### src/sv/sqlx_pkg.sv
// Shared types and constants for the SQL tuple field extractor.
`default_nettype none

package sqlx_pkg;

   localparam int BYTE_W     = 8;
   localparam int LINES_W    = 16;
   localparam int FIELD_W    = 3;
   localparam int FCOUNT_W   = 4;
   localparam int MODE_W     = 3;
   localparam int CSR_IDX_W  = 2;

   // parse modes
   localparam logic [MODE_W-1:0] MODE_HEADER = 3'd0;
   localparam logic [MODE_W-1:0] MODE_SEEK   = 3'd1;
   localparam logic [MODE_W-1:0] MODE_FIELD  = 3'd2;
   localparam logic [MODE_W-1:0] MODE_STRING = 3'd3;
   localparam logic [MODE_W-1:0] MODE_ESCAPE = 3'd4;
   localparam logic [MODE_W-1:0] MODE_SKIP   = 3'd5;

   // register indexes
   localparam logic [CSR_IDX_W-1:0] CSR_HEADER_LINES     = 2'd0;
   localparam logic [CSR_IDX_W-1:0] CSR_SELECTED_FIELD   = 2'd1;
   localparam logic [CSR_IDX_W-1:0] CSR_FIELDS_PER_TUPLE = 2'd2;
   localparam logic [CSR_IDX_W-1:0] CSR_TUPLE_LIMIT      = 2'd3;

   // characters
   localparam logic [BYTE_W-1:0] CHR_NEWLINE   = 8'h0A;
   localparam logic [BYTE_W-1:0] CHR_QUOTE     = 8'h27;
   localparam logic [BYTE_W-1:0] CHR_LPAREN    = 8'h28;
   localparam logic [BYTE_W-1:0] CHR_RPAREN    = 8'h29;
   localparam logic [BYTE_W-1:0] CHR_COMMA     = 8'h2C;
   localparam logic [BYTE_W-1:0] CHR_BACKSLASH = 8'h5C;

   // register reset values
   localparam logic [LINES_W-1:0]  HEADER_LINES_RST     = 16'd42 + 16'd1;
   localparam logic [FIELD_W-1:0]  SELECTED_FIELD_RST   = 3'd2;
   localparam logic [FCOUNT_W-1:0] FIELDS_PER_TUPLE_RST = 4'd6;
   localparam longint unsigned     TUPLE_LIMIT_RST      = 40000000;
   localparam logic [FCOUNT_W-1:0] FIELDS_MAX           = 4'd8;

   typedef struct packed {
      logic [LINES_W-1:0]  header_lines;
      logic [FIELD_W-1:0]  selected_field;
      logic [FCOUNT_W-1:0] fields_per_tuple;
   } cfg_type;

   typedef struct packed {
      logic [MODE_W-1:0]  mode;
      logic [LINES_W-1:0] lines_skipped;
      logic [FIELD_W-1:0] field_index;
   } parse_state_type;

   typedef struct packed {
      logic              text_valid;
      logic [BYTE_W-1:0] text_byte;
   } text_type;

endpackage

`default_nettype wire

### src/sv/sqlx_if.sv
// Valid/ready channel interfaces for the request and response streams.
`default_nettype none

interface sqlx_req_if;
   logic       valid;
   logic       ready;
   logic [7:0] in_byte;
   logic       end_of_stream;

   modport source (output valid, output in_byte, output end_of_stream, input ready);
   modport sink   (input valid, input in_byte, input end_of_stream, output ready);
endinterface

interface sqlx_rsp_if #(
   parameter int COUNT_WIDTH = 26
);
   logic                   valid;
   logic                   ready;
   logic                   text_valid;
   logic [7:0]             text_byte;
   logic                   done_res;
   logic [COUNT_WIDTH-1:0] tuple_count;

   modport source (output valid, output text_valid, output text_byte, output done_res,
                   output tuple_count, input ready);
   modport sink   (input valid, input text_valid, input text_byte, input done_res,
                   input tuple_count, output ready);
endinterface

`default_nettype wire

### src/sv/sqlx_step.sv
// Per-byte parser step: next parse state, tuple count and extracted text.
`default_nettype none

module sqlx_step #(
   parameter int COUNT_WIDTH = 26
) (
   input  sqlx_pkg::cfg_type         cfg,
   input  wire [COUNT_WIDTH-1:0]     tuple_limit,
   input  sqlx_pkg::parse_state_type st,
   input  wire [COUNT_WIDTH-1:0]     tuples_seen,
   input  wire [7:0]                 in_byte,
   input  wire                       end_of_stream,
   output sqlx_pkg::parse_state_type st_next,
   output logic [COUNT_WIDTH-1:0]    tuples_next,
   output sqlx_pkg::text_type        text
);
   import sqlx_pkg::*;

   logic [MODE_W-1:0]   mode;
   logic [FCOUNT_W-1:0] field_total;
   logic [FCOUNT_W-1:0] field_inc;
   logic                sel;

   always_comb begin
      if (cfg.fields_per_tuple == '0) begin
         field_total = FCOUNT_W'(1);
      end else if (cfg.fields_per_tuple > FIELDS_MAX) begin
         field_total = FIELDS_MAX;
      end else begin
         field_total = cfg.fields_per_tuple;
      end
   end

   assign field_inc = {1'b0, st.field_index} + FCOUNT_W'(1);
   assign sel       = (st.field_index == cfg.selected_field);

   always_comb begin
      st_next     = st;
      tuples_next = tuples_seen;
      text        = '0;
      mode        = st.mode;
      if (!end_of_stream) begin
         // header already satisfied: this byte is handled as tuple search
         if (mode == MODE_HEADER && st.lines_skipped >= cfg.header_lines) begin
            mode = MODE_SEEK;
         end
         unique case (mode)
            MODE_HEADER: begin
               if (in_byte == CHR_NEWLINE) begin
                  st_next.lines_skipped = st.lines_skipped + LINES_W'(1);
                  if (st.lines_skipped + LINES_W'(1) >= cfg.header_lines) begin
                     mode = MODE_SEEK;
                  end
               end
            end
            MODE_SEEK: begin
               if (in_byte == CHR_LPAREN && tuples_seen < tuple_limit) begin
                  tuples_next         = tuples_seen + COUNT_WIDTH'(1);
                  st_next.field_index = '0;
                  mode                = MODE_FIELD;
               end
            end
            MODE_FIELD: begin
               if (in_byte == CHR_COMMA) begin
                  if (sel) begin
                     text.text_valid = 1'b1;
                     text.text_byte  = CHR_NEWLINE;
                  end
                  if (field_inc >= field_total) begin
                     st_next.field_index = '0;
                     mode                = MODE_SKIP;
                  end else begin
                     st_next.field_index = field_inc[FIELD_W-1:0];
                  end
               end else if (in_byte == CHR_QUOTE) begin
                  mode = MODE_STRING;
               end else if (sel) begin
                  text.text_valid = 1'b1;
                  text.text_byte  = in_byte;
               end
            end
            MODE_STRING: begin
               if (in_byte == CHR_QUOTE) begin
                  mode = MODE_FIELD;
               end else begin
                  if (in_byte == CHR_BACKSLASH) begin
                     mode = MODE_ESCAPE;
                  end
                  if (sel) begin
                     text.text_valid = 1'b1;
                     text.text_byte  = in_byte;
                  end
               end
            end
            MODE_ESCAPE: begin
               if (sel) begin
                  text.text_valid = 1'b1;
                  text.text_byte  = in_byte;
               end
               mode = MODE_STRING;
            end
            MODE_SKIP: begin
               if (in_byte == CHR_RPAREN) begin
                  mode = MODE_SEEK;
               end
            end
            default: begin
               mode = MODE_SEEK;
            end
         endcase
         st_next.mode = mode;
      end
   end

endmodule

`default_nettype wire

### src/sv/sql_tuple_field_extractor.sv
// Top level: SQL dump tuple field extractor with config registers and result register.
//
//   channel   dir   handshake            beat contents
//   req_ch    in    valid/ready          in_byte, end_of_stream
//   rsp_ch    out   valid/ready          text_valid, text_byte, done_res, tuple_count
//   csr_*     in    csr_wr_en (no wait)  csr_index, csr_wr_data
//
// One beat in, one beat out; a byte is taken every cycle while rsp_ch is not stalled, and each response is registered.
// The parser step is one combinational pass into the response register.
// A new request beat is taken while rsp_ch is empty or being drained, so a
// stall on rsp_ch holds req_ch.ready low only while the result is pending.
// Reset (synchronous) returns registers to defaults and the parser to header skip.
`default_nettype none

module sql_tuple_field_extractor #(
   parameter int COUNT_WIDTH = 26
) (
   input  wire                                      clock,
   input  wire                                      reset,
   sqlx_req_if.sink                                 req_ch,
   sqlx_rsp_if.source                               rsp_ch,
   input  wire                                      csr_wr_en,
   input  wire [sqlx_pkg::CSR_IDX_W-1:0]            csr_index,
   input  wire [((COUNT_WIDTH > 16) ? COUNT_WIDTH : 16)-1:0] csr_wr_data
);
   import sqlx_pkg::*;

   localparam logic [COUNT_WIDTH-1:0] LIMIT_RST = COUNT_WIDTH'(TUPLE_LIMIT_RST);

   cfg_type                cfg_ff;
   logic [COUNT_WIDTH-1:0] tuple_limit_ff;

   parse_state_type        st_ff, st_in;
   logic [COUNT_WIDTH-1:0] tuples_ff, tuples_in;
   text_type               text_in;

   logic                   rsp_valid_ff;
   text_type               text_ff;
   logic                   done_ff;
   logic [COUNT_WIDTH-1:0] count_ff;
   logic                   accept;

   // configuration registers
   always_ff @(posedge clock) begin
      if (reset) begin
         cfg_ff.header_lines     <= HEADER_LINES_RST;
         cfg_ff.selected_field   <= SELECTED_FIELD_RST;
         cfg_ff.fields_per_tuple <= FIELDS_PER_TUPLE_RST;
         tuple_limit_ff          <= LIMIT_RST;
      end else if (csr_wr_en) begin
         unique case (csr_index)
            CSR_HEADER_LINES:     cfg_ff.header_lines     <= csr_wr_data[LINES_W-1:0];
            CSR_SELECTED_FIELD:   cfg_ff.selected_field   <= csr_wr_data[FIELD_W-1:0];
            CSR_FIELDS_PER_TUPLE: cfg_ff.fields_per_tuple <= csr_wr_data[FCOUNT_W-1:0];
            CSR_TUPLE_LIMIT:      tuple_limit_ff          <= csr_wr_data[COUNT_WIDTH-1:0];
            default: begin
            end
         endcase
      end
   end

   sqlx_step #(
      .COUNT_WIDTH (COUNT_WIDTH)
   ) u_step (
      .cfg           (cfg_ff),
      .tuple_limit   (tuple_limit_ff),
      .st            (st_ff),
      .tuples_seen   (tuples_ff),
      .in_byte       (req_ch.in_byte),
      .end_of_stream (req_ch.end_of_stream),
      .st_next       (st_in),
      .tuples_next   (tuples_in),
      .text          (text_in)
   );

   assign req_ch.ready = !rsp_valid_ff || rsp_ch.ready;
   assign accept       = req_ch.valid && req_ch.ready;

   // parser state
   always_ff @(posedge clock) begin
      if (reset) begin
         st_ff.mode          <= MODE_HEADER;
         st_ff.lines_skipped <= '0;
         st_ff.field_index   <= '0;
         tuples_ff           <= '0;
      end else if (accept) begin
         st_ff     <= st_in;
         tuples_ff <= tuples_in;
      end
   end

   // response register
   always_ff @(posedge clock) begin
      if (reset) begin
         rsp_valid_ff <= 1'b0;
      end else if (accept) begin
         rsp_valid_ff <= 1'b1;
      end else if (rsp_ch.ready) begin
         rsp_valid_ff <= 1'b0;
      end
   end

   always_ff @(posedge clock) begin
      if (accept) begin
         text_ff  <= text_in;
         done_ff  <= req_ch.end_of_stream;
         count_ff <= tuples_in;
      end
   end

   assign rsp_ch.valid       = rsp_valid_ff;
   assign rsp_ch.text_valid  = text_ff.text_valid;
   assign rsp_ch.text_byte   = text_ff.text_byte;
   assign rsp_ch.done_res    = done_ff;
   assign rsp_ch.tuple_count = count_ff;

   // the tuple count only ever steps by one
   a_count_step: assert property (@(posedge clock) disable iff (reset)
      (!$past(reset) && tuples_ff != $past(tuples_ff))
         |-> (tuples_ff == $past(tuples_ff) + COUNT_WIDTH'(1)))
      else $error("tuple count jumped");

   // parser state moves only on an accepted beat
   a_state_hold: assert property (@(posedge clock) disable iff (reset)
      (!$past(reset) && !$past(accept)) |-> ($stable(st_ff) && $stable(tuples_ff)))
      else $error("parser state changed without a request beat");

   // end-of-stream beat carries no text
   a_done_no_text: assert property (@(posedge clock) disable iff (reset)
      (rsp_valid_ff && done_ff) |-> !text_ff.text_valid)
      else $error("text on end-of-stream beat");

   // idle text byte reads as zero
   a_text_zero: assert property (@(posedge clock) disable iff (reset)
      (rsp_valid_ff && !text_ff.text_valid) |-> (text_ff.text_byte == '0))
      else $error("text_byte nonzero without text_valid");

endmodule

`default_nettype wire

### src/flat_wrapper.sv
// flat-port wrapper written by rule: the top's interface ports become plain ports
module sql_tuple_field_extractor_flat import sqlx_pkg::*;
#(
   parameter int COUNT_WIDTH = 26
)
  (clock, reset, csr_wr_en, csr_index, csr_wr_data, req_ch_valid, req_ch_in_byte, req_ch_end_of_stream, req_ch_ready, rsp_ch_valid, rsp_ch_text_valid, rsp_ch_text_byte, rsp_ch_done_res, rsp_ch_tuple_count, rsp_ch_ready);
  sqlx_req_if req_ch_i ();
  sqlx_rsp_if #(.COUNT_WIDTH(COUNT_WIDTH)) rsp_ch_i ();
  input  wire clock;
  input  wire reset;
  input  wire csr_wr_en;
  input  wire [sqlx_pkg::CSR_IDX_W-1:0] csr_index;
  input  wire [((COUNT_WIDTH > 16) ? COUNT_WIDTH : 16)-1:0] csr_wr_data;
  input wire logic [$bits(req_ch_i.valid)-1:0] req_ch_valid;
  input wire logic [$bits(req_ch_i.in_byte)-1:0] req_ch_in_byte;
  input wire logic [$bits(req_ch_i.end_of_stream)-1:0] req_ch_end_of_stream;
  output wire logic [$bits(req_ch_i.ready)-1:0] req_ch_ready;
  output wire logic [$bits(rsp_ch_i.valid)-1:0] rsp_ch_valid;
  output wire logic [$bits(rsp_ch_i.text_valid)-1:0] rsp_ch_text_valid;
  output wire logic [$bits(rsp_ch_i.text_byte)-1:0] rsp_ch_text_byte;
  output wire logic [$bits(rsp_ch_i.done_res)-1:0] rsp_ch_done_res;
  output wire logic [$bits(rsp_ch_i.tuple_count)-1:0] rsp_ch_tuple_count;
  input wire logic [$bits(rsp_ch_i.ready)-1:0] rsp_ch_ready;
  assign req_ch_i.valid = req_ch_valid;
  assign req_ch_i.in_byte = req_ch_in_byte;
  assign req_ch_i.end_of_stream = req_ch_end_of_stream;
  assign req_ch_ready = req_ch_i.ready;
  assign rsp_ch_valid = rsp_ch_i.valid;
  assign rsp_ch_text_valid = rsp_ch_i.text_valid;
  assign rsp_ch_text_byte = rsp_ch_i.text_byte;
  assign rsp_ch_done_res = rsp_ch_i.done_res;
  assign rsp_ch_tuple_count = rsp_ch_i.tuple_count;
  assign rsp_ch_i.ready = rsp_ch_ready;
  sql_tuple_field_extractor #(.COUNT_WIDTH(COUNT_WIDTH)) u_core (.clock(clock), .reset(reset), .req_ch(req_ch_i), .rsp_ch(rsp_ch_i), .csr_wr_en(csr_wr_en), .csr_index(csr_index), .csr_wr_data(csr_wr_data));
endmodule
### config.mk
export PLATFORM = sky130hd
export DESIGN_NAME = sql_tuple_field_extractor_flat
export DESIGN_NICKNAME = d
export VERILOG_FILES = /design/src/sv/sqlx_pkg.sv /design/src/sv/sqlx_if.sv /design/src/sv/sqlx_step.sv /design/src/sv/sql_tuple_field_extractor.sv /design/src/flat_wrapper.sv
export SDC_FILE = /design/constraint.sdc
export NUM_CORES = 1
export LEC_CHECK = 0
export BUFFER_PORTS_ARGS = -buffer_cell sky130_fd_sc_hd__buf_4
export CORE_UTILIZATION = 54
export CTS_BUF_LIST = sky130_fd_sc_hd__clkbuf_16
export DETAILED_ROUTE_END_ITERATION = 6
export PLACE_DENSITY = 0.77
export SLEW_MARGIN = 5
export SYNTH_ARGS = -nofsm -noshare
export SYNTH_HDL_FRONTEND = slang
export SYNTH_SLANG_ARGS = --single-unit
### constraint.sdc
create_clock -name clock -period 2.6 [get_ports clock]
set_input_delay 0 -clock clock [delete_from_list [all_inputs] [get_ports clock]]
set_output_delay 0 -clock clock [all_outputs]
set_load 0.01 [all_outputs]
== Yosys cells after proc, flatten, opt, wreduce, memory -nomap -nowiden ==
Cells that the tools add are included.
Word-level totals
  register bits: 134
  input port bits: 42
  output and inout bits: 38
  word-level logic and storage cells: 85
Cells by class
  add/subtract/negate cells: 3
  order comparisons: 5
  eq/ne operators: 17
  multiplexer cells: 28
  bitwise operators: 1
  reductions and logical operators: 18
Operator list (count)
  $mux W26: 3
  $mux W3: 14
  $mux W9: 4
  $eq A8 B6 Y1 const B: 4
  $ge A16 B16 Y1: 2
  $pmux W9 S3: 1
  $add A26 B1 Y26 const B: 1
  $lt A26 B26 Y1: 1
  $pmux W3 S6: 1
  $add A16 B1 Y16 const B: 1
  $reduce_and A2 Y1: 5
  $eq A8 B4 Y1 const B: 1
  $eq A8 B7 Y1 const B: 1
  $mux W4: 2
  $eq A3 B2 Y1 const B: 2
  $eq A3 B3 Y1 const B: 2
  $logic_not A3 Y1: 2
  $pmux W3 S2: 1
  $reduce_and A5 Y1: 1
  $add A3 B1 Y4 const B: 1
  $eq A2 B2 Y1 const B: 2
  $ge A4 B4 Y1: 1
  $gt A4 B4 Y1 const B: 1
  $logic_not A4 Y1: 1
  12 further kinds: 17

== Logic depth before layout (Yosys ltp) ==
Gate-level depths: netlist of run 1.
  word-level depth: 7
  mapped depth: 12
  gate-level depth less buffers: 12

== By module ==
A second synthesis of run 1 with hierarchy kept.
Second synthesis, totals
  cell total of the unflattened synthesis: 923
  area, all modules: 8005.2 um2
By module, submodules not included
  sql_tuple_field_extractor: times used 1, cells each 474, area an instance 4917.2 um2, seq. area each 3042.9 um2
  sqlx_step: times used 1, cells each 449, area an instance 3088.0 um2, seq. area each 0.0 um2

== Least setup slack after synthesis of run 1 ==
Ideal clock, no wire load.
  path type: register to register
  start point: register u_core.st_ff[3] (netlist bit)
  end point: register u_core.st_ff[19] (netlist bit)
  library setup time: 0.129 ns
  arrival time: 2.475 ns
  data required time: 2.471 ns
  path slack: -0.004 ns
  stages on the path, launching flop included: 13
  buffers on the path: 0
  clock period less this slack: 2.604 ns
  cells stage by stage: dfxtp_1 ha_1 nand3_1 nor3_1 and3_1 and3_1 nand3_1 xnor2_1 ha_1 a21oi_1 nor2b_1 o31ai_1 a31oi_1
Between the ends
  word-level cells in the longest chain between the ends: 7
  elaborated cells between the ends (all ways): 22
  classes of those cells: add/sub (1); order compare (2); eq/ne (5); mux (12); reduce/logical (2)
RTL lines
  start, declared: RTL line sql_tuple_field_extractor.sv:33  | parse_state_type st_ff, st_in;
  start signal, assigned: RTL line sql_tuple_field_extractor.sv:87  | st_ff <= st_in;
  parallel branches: the longest is 6 deep, another holds $add A16 B1 Y16
  $pmux W3 S6 (*): RTL line sqlx_step.sv:47  | unique case (mode)
Every way passes the cells marked *. The select of a mux whose other input is x is not followed.
A chain may end at the register's enable or synchronous reset.

== Worst setup path in the final report of run 1 ==
  start point: register u_core.tuple_limit_ff[19]
  end point: register u_core.tuples_ff[14]
Between the ends
  word-level cells in the longest chain between the ends: 5
RTL lines
  start, declared: RTL line sql_tuple_field_extractor.sv:31  | logic [COUNT_WIDTH-1:0] tuple_limit_ff;
  start signal, assigned: RTL line sql_tuple_field_extractor.sv:55  | CSR_TUPLE_LIMIT: tuple_limit_ff <= csr_wr_data[COUNT_WIDTH-1:0];
  $lt A26 B26 Y1: RTL line sqlx_step.sv:57  | if (in_byte == CHR_LPAREN && tuples_seen < tuple_limit) begin
  $logic_and A1 B1 Y1: RTL line sqlx_step.sv:57
  $mux W26: RTL line sqlx_step.sv:57
  $mux W26: RTL line sqlx_step.sv:47
  $mux W26: RTL line sqlx_step.sv:42  | if (!end_of_stream) begin
  end signal, assigned: RTL line sql_tuple_field_extractor.sv:88  | tuples_ff <= tuples_in;
  end, declared: RTL line sql_tuple_field_extractor.sv:34  | logic [COUNT_WIDTH-1:0] tuples_ff, tuples_in;
No other way between the ends.

==> results of run 1 <==
-- final timing paths --
kind	cells after the start	slack [ns]	endpoint	start
min	4	0.06	u_core.cfg_ff[5]	csr_index[0]
min reg2reg	2	0.45	u_core.tuple_limit_ff[1]	u_core.tuple_limit_ff[1]
max reg2reg	11	-0.01	u_core.tuples_ff[14]	u_core.tuple_limit_ff[19]
max	11	-0.01	u_core.tuples_ff[14]	u_core.tuple_limit_ff[19]
-- synth_stat cells, types with 4 or more instances --
library cell and instances:
xor2_1 48, and3_1 18, o31ai_1 10, inv_1 48, nor3_2 10, nand3_1 25
xnor2_1 9, nor2_1 60, mux2i_1 9, nor2b_1 10, clkbuf_1 30, a21oi_1 66
buf_1 4, o21a_1 5, nand4_1 15, a211oi_1 6, nor3_1 11, o41ai_1 9
buf_6 4, o311ai_0 8, ha_1 64, nand2b_1 11, mux2_2 6, o211ai_1 11
and2_1 8, a21o_1 6, o21ai_0 15, or2_2 10, nor3b_1 5, edfxtp_1 36
nand2_1 122, dfxtp_1 98, nor4_1 7, or4_1 10, or3_1 5
-- registers in the layout, summed over array words and instances, names as in the netlist --
register and flops:
u_core.tuples_ff 26, u_core.rsp_ch.done_res 1, u_core.tuple_limit_ff 26, u_core.rsp_ch.text_valid 1, u_core.rsp_ch.text_byte 8, u_core.cfg_ff 23, u_core.rsp_ch.tuple_count 26, u_core.st_ff 22
u_core.rsp_ch.valid 1
-- worst max-delay path, stage by stage (launching register included) --
cell and delay (ns):
dfxtp_2 0.34, inv_2 0.05, ha_4 0.22, a21oi_2 0.14, o21a_1 0.16, o2111ai_2 0.18, nor4_4 0.32, nand4_4 0.26
buf_6 0.19, buf_6 0.14, o41ai_4 0.37, a21oi_2 0.09
-- logic make-up after synthesis --
logic type	Yosys count	share of synthesized area (%)
simple gates	345	23.2
compound gates	156	13.5
flops	134	39.5
buf+inv	90	4.84
fa+ha+maj	64	10.4
xor+xnor	57	6.49
mux	15	2.05
-- metrics by stage --
stage,std cells,cell area [sq um]
3_5_place_dp,1161,8970
2_1_floorplan,861,7700
6_report,1244,10700
4_1_cts,1235,10000
5_1_grt,1244,10700
3_3_place_gp,1161,8970
-- power by group through the flow --
stage,Clock (mW),Combinational [mW],Sequential (mW)
2_1_floorplan,0,0.173,2.28
3_3_place_gp,0,0.359,2.27
3_5_place_dp,0,0.367,2.27
4_1_cts,2.34,0.419,2.22
5_1_grt,2.45,0.494,2.23
6_report,2.33,0.459,2.22
-- routing by layer --
metal	track usage, %	up-vias
li1	-	3448
met1	35.9	3510
met2	47.1	304
met3	5.22	78
met4	11.0	0
met5	0	-
-- cell type report --
| type | count | area, sq um | share of cell area (%) |
|---|---|---|---|
| Multi-Input combinational cell | 637 | 4830 | 45.3 |
| Sequential cell | 134 | 3060 | 28.8 |
| Clock inverter | 15 | 141 | 1.33 |
| Tap cell | 180 | 225 | 2.11 |
| Clock buffer | 17 | 425 | 3.99 |
| Timing Repair Buffer | 211 | 1790 | 16.8 |
| Inverter | 50 | 188 | 1.76 |
-- repair_timing --
item,4_1_cts,5_1_grt
pin swaps,1,44
hold buffers,40,0
gates cloned,0,4
buffers inserted,2,5
endpoints found under the setup margin,21,58
endpoints found under the hold margin,66,0
resized for setup,14,108
==> results.md, run 1 <==
* Die width at about 120 um
* Final Max Slew Viols at 0
* Wire per inst at roughly 18 um
* Die Y at ~120 um
* Final worst-path cycle share at 101%
* WS Path Type: reg -> reg
* # setup viols final at 3
* Final HPWL DP at between 10000 and 15000 um
* Tot GR Track Use at 28.2%
* Leading cell type in the layout, fill and taps excluded: buf_4
* Clk Latency, worst-skew pair at about 0.43 ns
* Int Pwr at 3.80 mW
* Root Driver: clkbuf_16
* Lkg Pwr at around 4.7 nW
* Post-synth top area cell: dfxtp_1
* Synth warn at 0
* # diodes at 0
* Sw frac at between 20% and 30%
* Synth unique cells at 63
* Core area at 13900 sq um
* RD Place Congestion at roughly 0.90
* Clock transition at path regs at roughly 0.060 ns
* Peak supply drop at ~0.33 mV
* Max frequency at 383 MHz
* Pre-CTS WS at -0.164 ns
* Top post-synthesis cells by area: dfxtp_1 (25%), edfxtp_1 (14%), ha_1 (10%), nand2_1 (6.0%), xor2_1 (5.5%)
* Worst Path Required at 2.89 ns
* Syn Std Cell Area at around 7700 sq um
* DRT iter0 DRCs at roughly 670
* Slew at the pin closest to its max-slew limit at approximately 0.58 ns
* DRT antenna net count at 0
* Number of synthesized register bits at 134
* RSZ-0062 raised after global routing: true
* CTS Buf Count at 17
* Share of flip-flops with an asynchronous set or reset at 0%
* CP arrival at 2.90 ns
* Fillers at roughly 860
* Average instance area after synthesis at 8.94 sq um
* Die footprint at 14700 sq um
* Routed vias/inst at ~6
* DR pass1 iterations at 5
* Final Power at 5.01 mW
* Util after Layout at 76.8%
* Max capacitance violation total at 0
* CP Capture Type: flop
* Ratio of cells with drive above 1 in the final layout at 30.3%
* DR WL met3 at approximately 1400 um
* FP Rows at 43
* Share of the synthesized area in the top cell type at 25.5%
* Sequential share of power at 44.4%
* First-pass GRT wire length at roughly 32000 um
* Total length of routed met2 wires at about 11000 um
* Hold WC Path Type: in -> reg
* Endpoints failing hold at 0
* CP max FO at 8
* H-tree depth at 4
* Initial antenna violation count at 0
* Vias at 7340
* Pwr/cell area at 470 nW/um^2
* Largest net degree at the start of global routing at 52
* Met1 Routed Length at between 9000 and 10000 um
* Vias in the first global route at between 6k and 7k
* Sw Pwr at about 1.2 mW
* Area grow syn2layout at 38.5%
* Relative slew slack at slightly above 60%
* Deepest clock path buffer count at 2
* Mapped Cells at 861
* CTS tree: yes
* Startpoint class of the critical path: flop
* Clock sinks at between 100 and 150
* TNS Setup at -0.0178 ns
* Post-Syn Nets at roughly 970
* Final Skew at between 0.009 and 0.01 ns
* # port buffers at 79
* Failing checks: setup timing
* Synth Flop Type: dfxtp_1
* Post-synth EDFFs at 36
* Status: finished with violations
* Initial Utilization at a little under three fifths
* Number of I/O pins at 80
* Final WL at around 22000 um
* Final WS setup at -0.0132 ns
* Min Tclk post-route at approximately 2.6 ns
* Hold Slack at 0.0636 ns
* Sequential-to-total area share from yosys stat at between 30% and 40%
* Power share of the clock group at between 40% and 50%
* Highest routed layer: met4
* Total grt overflow at 0
* Most frequent cells in the layout: buf_4 (159), nand2_1 (119), dfxtp_1 (85)
* Final #Nets at 1157
* Comb power frac at a little under a tenth
* DRC violations left at 0
(Power assumes the default switching activity.)
==> inputs of run 2 (changes only) <==
SETUP_SLACK_MARGIN = 0.2   (was not set)
==> results.md, run 2 (same netlist as run 1, synthesis figures left out) <==
* Status: finished with violations
* Failing checks: DRC, setup timing
* Deepest clock path buffer count at 2 (unchanged)
* Hold WC Path Type: in -> reg
* Final WL at 27300 um (+22%)
* Die footprint at 14700 sq um (unchanged)
* Final Power at 4.91 mW (-2.1%)
* Initial Utilization at 55.4% (unchanged)
* # setup viols final at 4 (+1)
* Tot GR Track Use at 34.6% (+6.4 points)
* DR pass1 iterations at 7 (+2)
* Wire per inst at 21.6 um (+21%)
* Clock transition at path regs at 0.06 ns (about the same)
* Number of I/O pins at 80 (unchanged)
* Die width at 121 um (unchanged)
* RSZ-0062 raised after global routing: true
* Worst Path Required at 2.95 ns (+0.06 ns)
* Final HPWL DP at 13400 um (-0.95%)
* DRT iter0 DRCs at 776 (+16%)
* FP Rows at 43 (unchanged)
* Relative slew slack at 48.9% (-13 points)
* WS Path Type: reg -> reg
* Most frequent cells in the layout: buf_4 (166), nand2_1 (118), dfxtp_1 (62)
* Peak supply drop at 0.404 mV (+21%)
* Die Y at 121 um (unchanged)
* Ratio of cells with drive above 1 in the final layout at 40.0% (+9.8 points)
* Area grow syn2layout at 50.6%
* Clk Latency, worst-skew pair at 0.44 ns (about the same)
* Vias in the first global route at 7537 (+12%)
* Util after Layout at 83.5% (+6.7 points)
* RD Place Congestion at 0.870 (-3.7%)
* Final WS setup at -0.0392 ns (-0.0260 ns)
* Largest net degree at the start of global routing at 52 (unchanged)
* Slew at the pin closest to its max-slew limit at 0.761 ns (+0.185 ns)
* DRT antenna net count at 0 (unchanged)
* Root Driver: clkbuf_16
* H-tree depth at 4 (unchanged)
* Max frequency at 379 MHz (-0.98%)
* Lkg Pwr at 5.21 nW (+11%)
* CTS tree: yes
* Final worst-path cycle share at 102% (+1.0 points)
* # diodes at 0 (unchanged)
* Initial antenna violation count at 0 (unchanged)
* Total grt overflow at 0 (unchanged)
* Vias at 7843 (+6.9%)
* Core area at 13900 sq um (unchanged)
* CP Capture Type: flop
* Clock sinks at 134 (unchanged)
* Hold Slack at 0.0917 ns (+0.0281 ns)
* Startpoint class of the critical path: flop
* Leading cell type in the layout, fill and taps excluded: buf_4
* Routed vias/inst at 6.23 (+5.6%)
* Min Tclk post-route at 2.64 ns (+0.0260 ns)
* First-pass GRT wire length at 38800 um (+20%)
* Final Skew at 0.0187 ns (+0.00940 ns)
* Endpoints failing hold at 0 (unchanged)
* DRC violations left at 1 (+1)
* Final #Nets at 1173 (+1.4%)
* CTS Buf Count at 17 (unchanged)
* # port buffers at 79 (unchanged)
* Max capacitance violation total at 0 (unchanged)
* CP arrival at 2.99 ns (+0.09 ns)
* Final Max Slew Viols at 0 (unchanged)
* CP max FO at 6 (-2)
* Pwr/cell area at 423 nW/um^2 (-10%)
-- run 2: changes by cell type in the layout (fill, tap and decap cells not counted), sizes merged --
cell,previous run,this run
clkbuf,20,18
buf,168,187
nand3b,4,6
clkinvlp,5,0
inv,49,52
dlygate4sd3,40,37
clkinv,9,11
bufinv,2,1
-- run 2: power by group --
group          switching [mW]  total [mW]  internal [mW]  leakage [nW]
clock                   0.910        2.17           1.26         0.264
sequential             0.0311        2.23           2.20          1.17
combinational           0.277       0.502          0.225          3.78
total                    1.22        4.91           3.69          5.21
-- run 2: layer usage --
metal / GRT usage (%) / up-vias / wire length (um)
li1: - / 3485 / -
met1: 41.4 / 3778 / 10300
met2: 58.1 / 459 / 13800
met3: 7.61 / 121 / 2060
met4: 17.6 / 0 / 1100
met5: 0 / - / 0
-- run 2: what timing repair did --
item	4_1_cts	5_1_grt
buffers inserted	27	8
gates resized for setup	184	99
hold endpoints to repair	67	0
endpoints found under the setup margin	65	70
hold buffers	37	0
gates cloned	6	0
pin swaps	98	46
-- run 2: worst max-delay path: stages, from the launching register on --
cell       delay, ns
dfxtp_2         0.33
inv_2           0.04
ha_4            0.23
a211oi_2        0.30
nor3_2          0.11
o41ai_4         0.34
buf_4           0.18
nand4_4         0.13
clkbuf_16       0.21
or4b_4          0.52
a21oi_2         0.17
-- run 2: stage by stage --
stage,cells,setup TNS (ns),worst slack [ns],cell area (sq um)
after floorplan,861,0,0.179,7740
after global placement,1150,-0.145,-0.145,8940
after detailed placement,1150,-0.775,-0.155,8940
after CTS,1251,-0.0118,-0.0118,11100
after global routing,1259,-0.626,-0.117,11600
final,1259,-0.0702,-0.0392,11600
-- run 2: final cells by class --
type	count	area (sq um)
inverters	50	188
clock inverters	14	81.3
clock buffers	17	425
multi-input cells	639	5610
well taps	180	225
fillers	715	2290
flip-flops and latches	134	3090
repair buffers	225	1970
-- run 2: worst paths after layout --
path / start / to / slack [ns] / cells past startpoint
setup / recovery: u_core.tuple_limit_ff[1] / u_core.tuples_ff[14] / -0.04 / 10
hold / removal: csr_index[0] / u_core.cfg_ff[5] / 0.09 / 4
setup reg to reg: u_core.tuple_limit_ff[1] / u_core.tuples_ff[14] / -0.04 / 10
hold reg to reg: u_core.cfg_ff[20] / u_core.cfg_ff[20] / 0.45 / 2
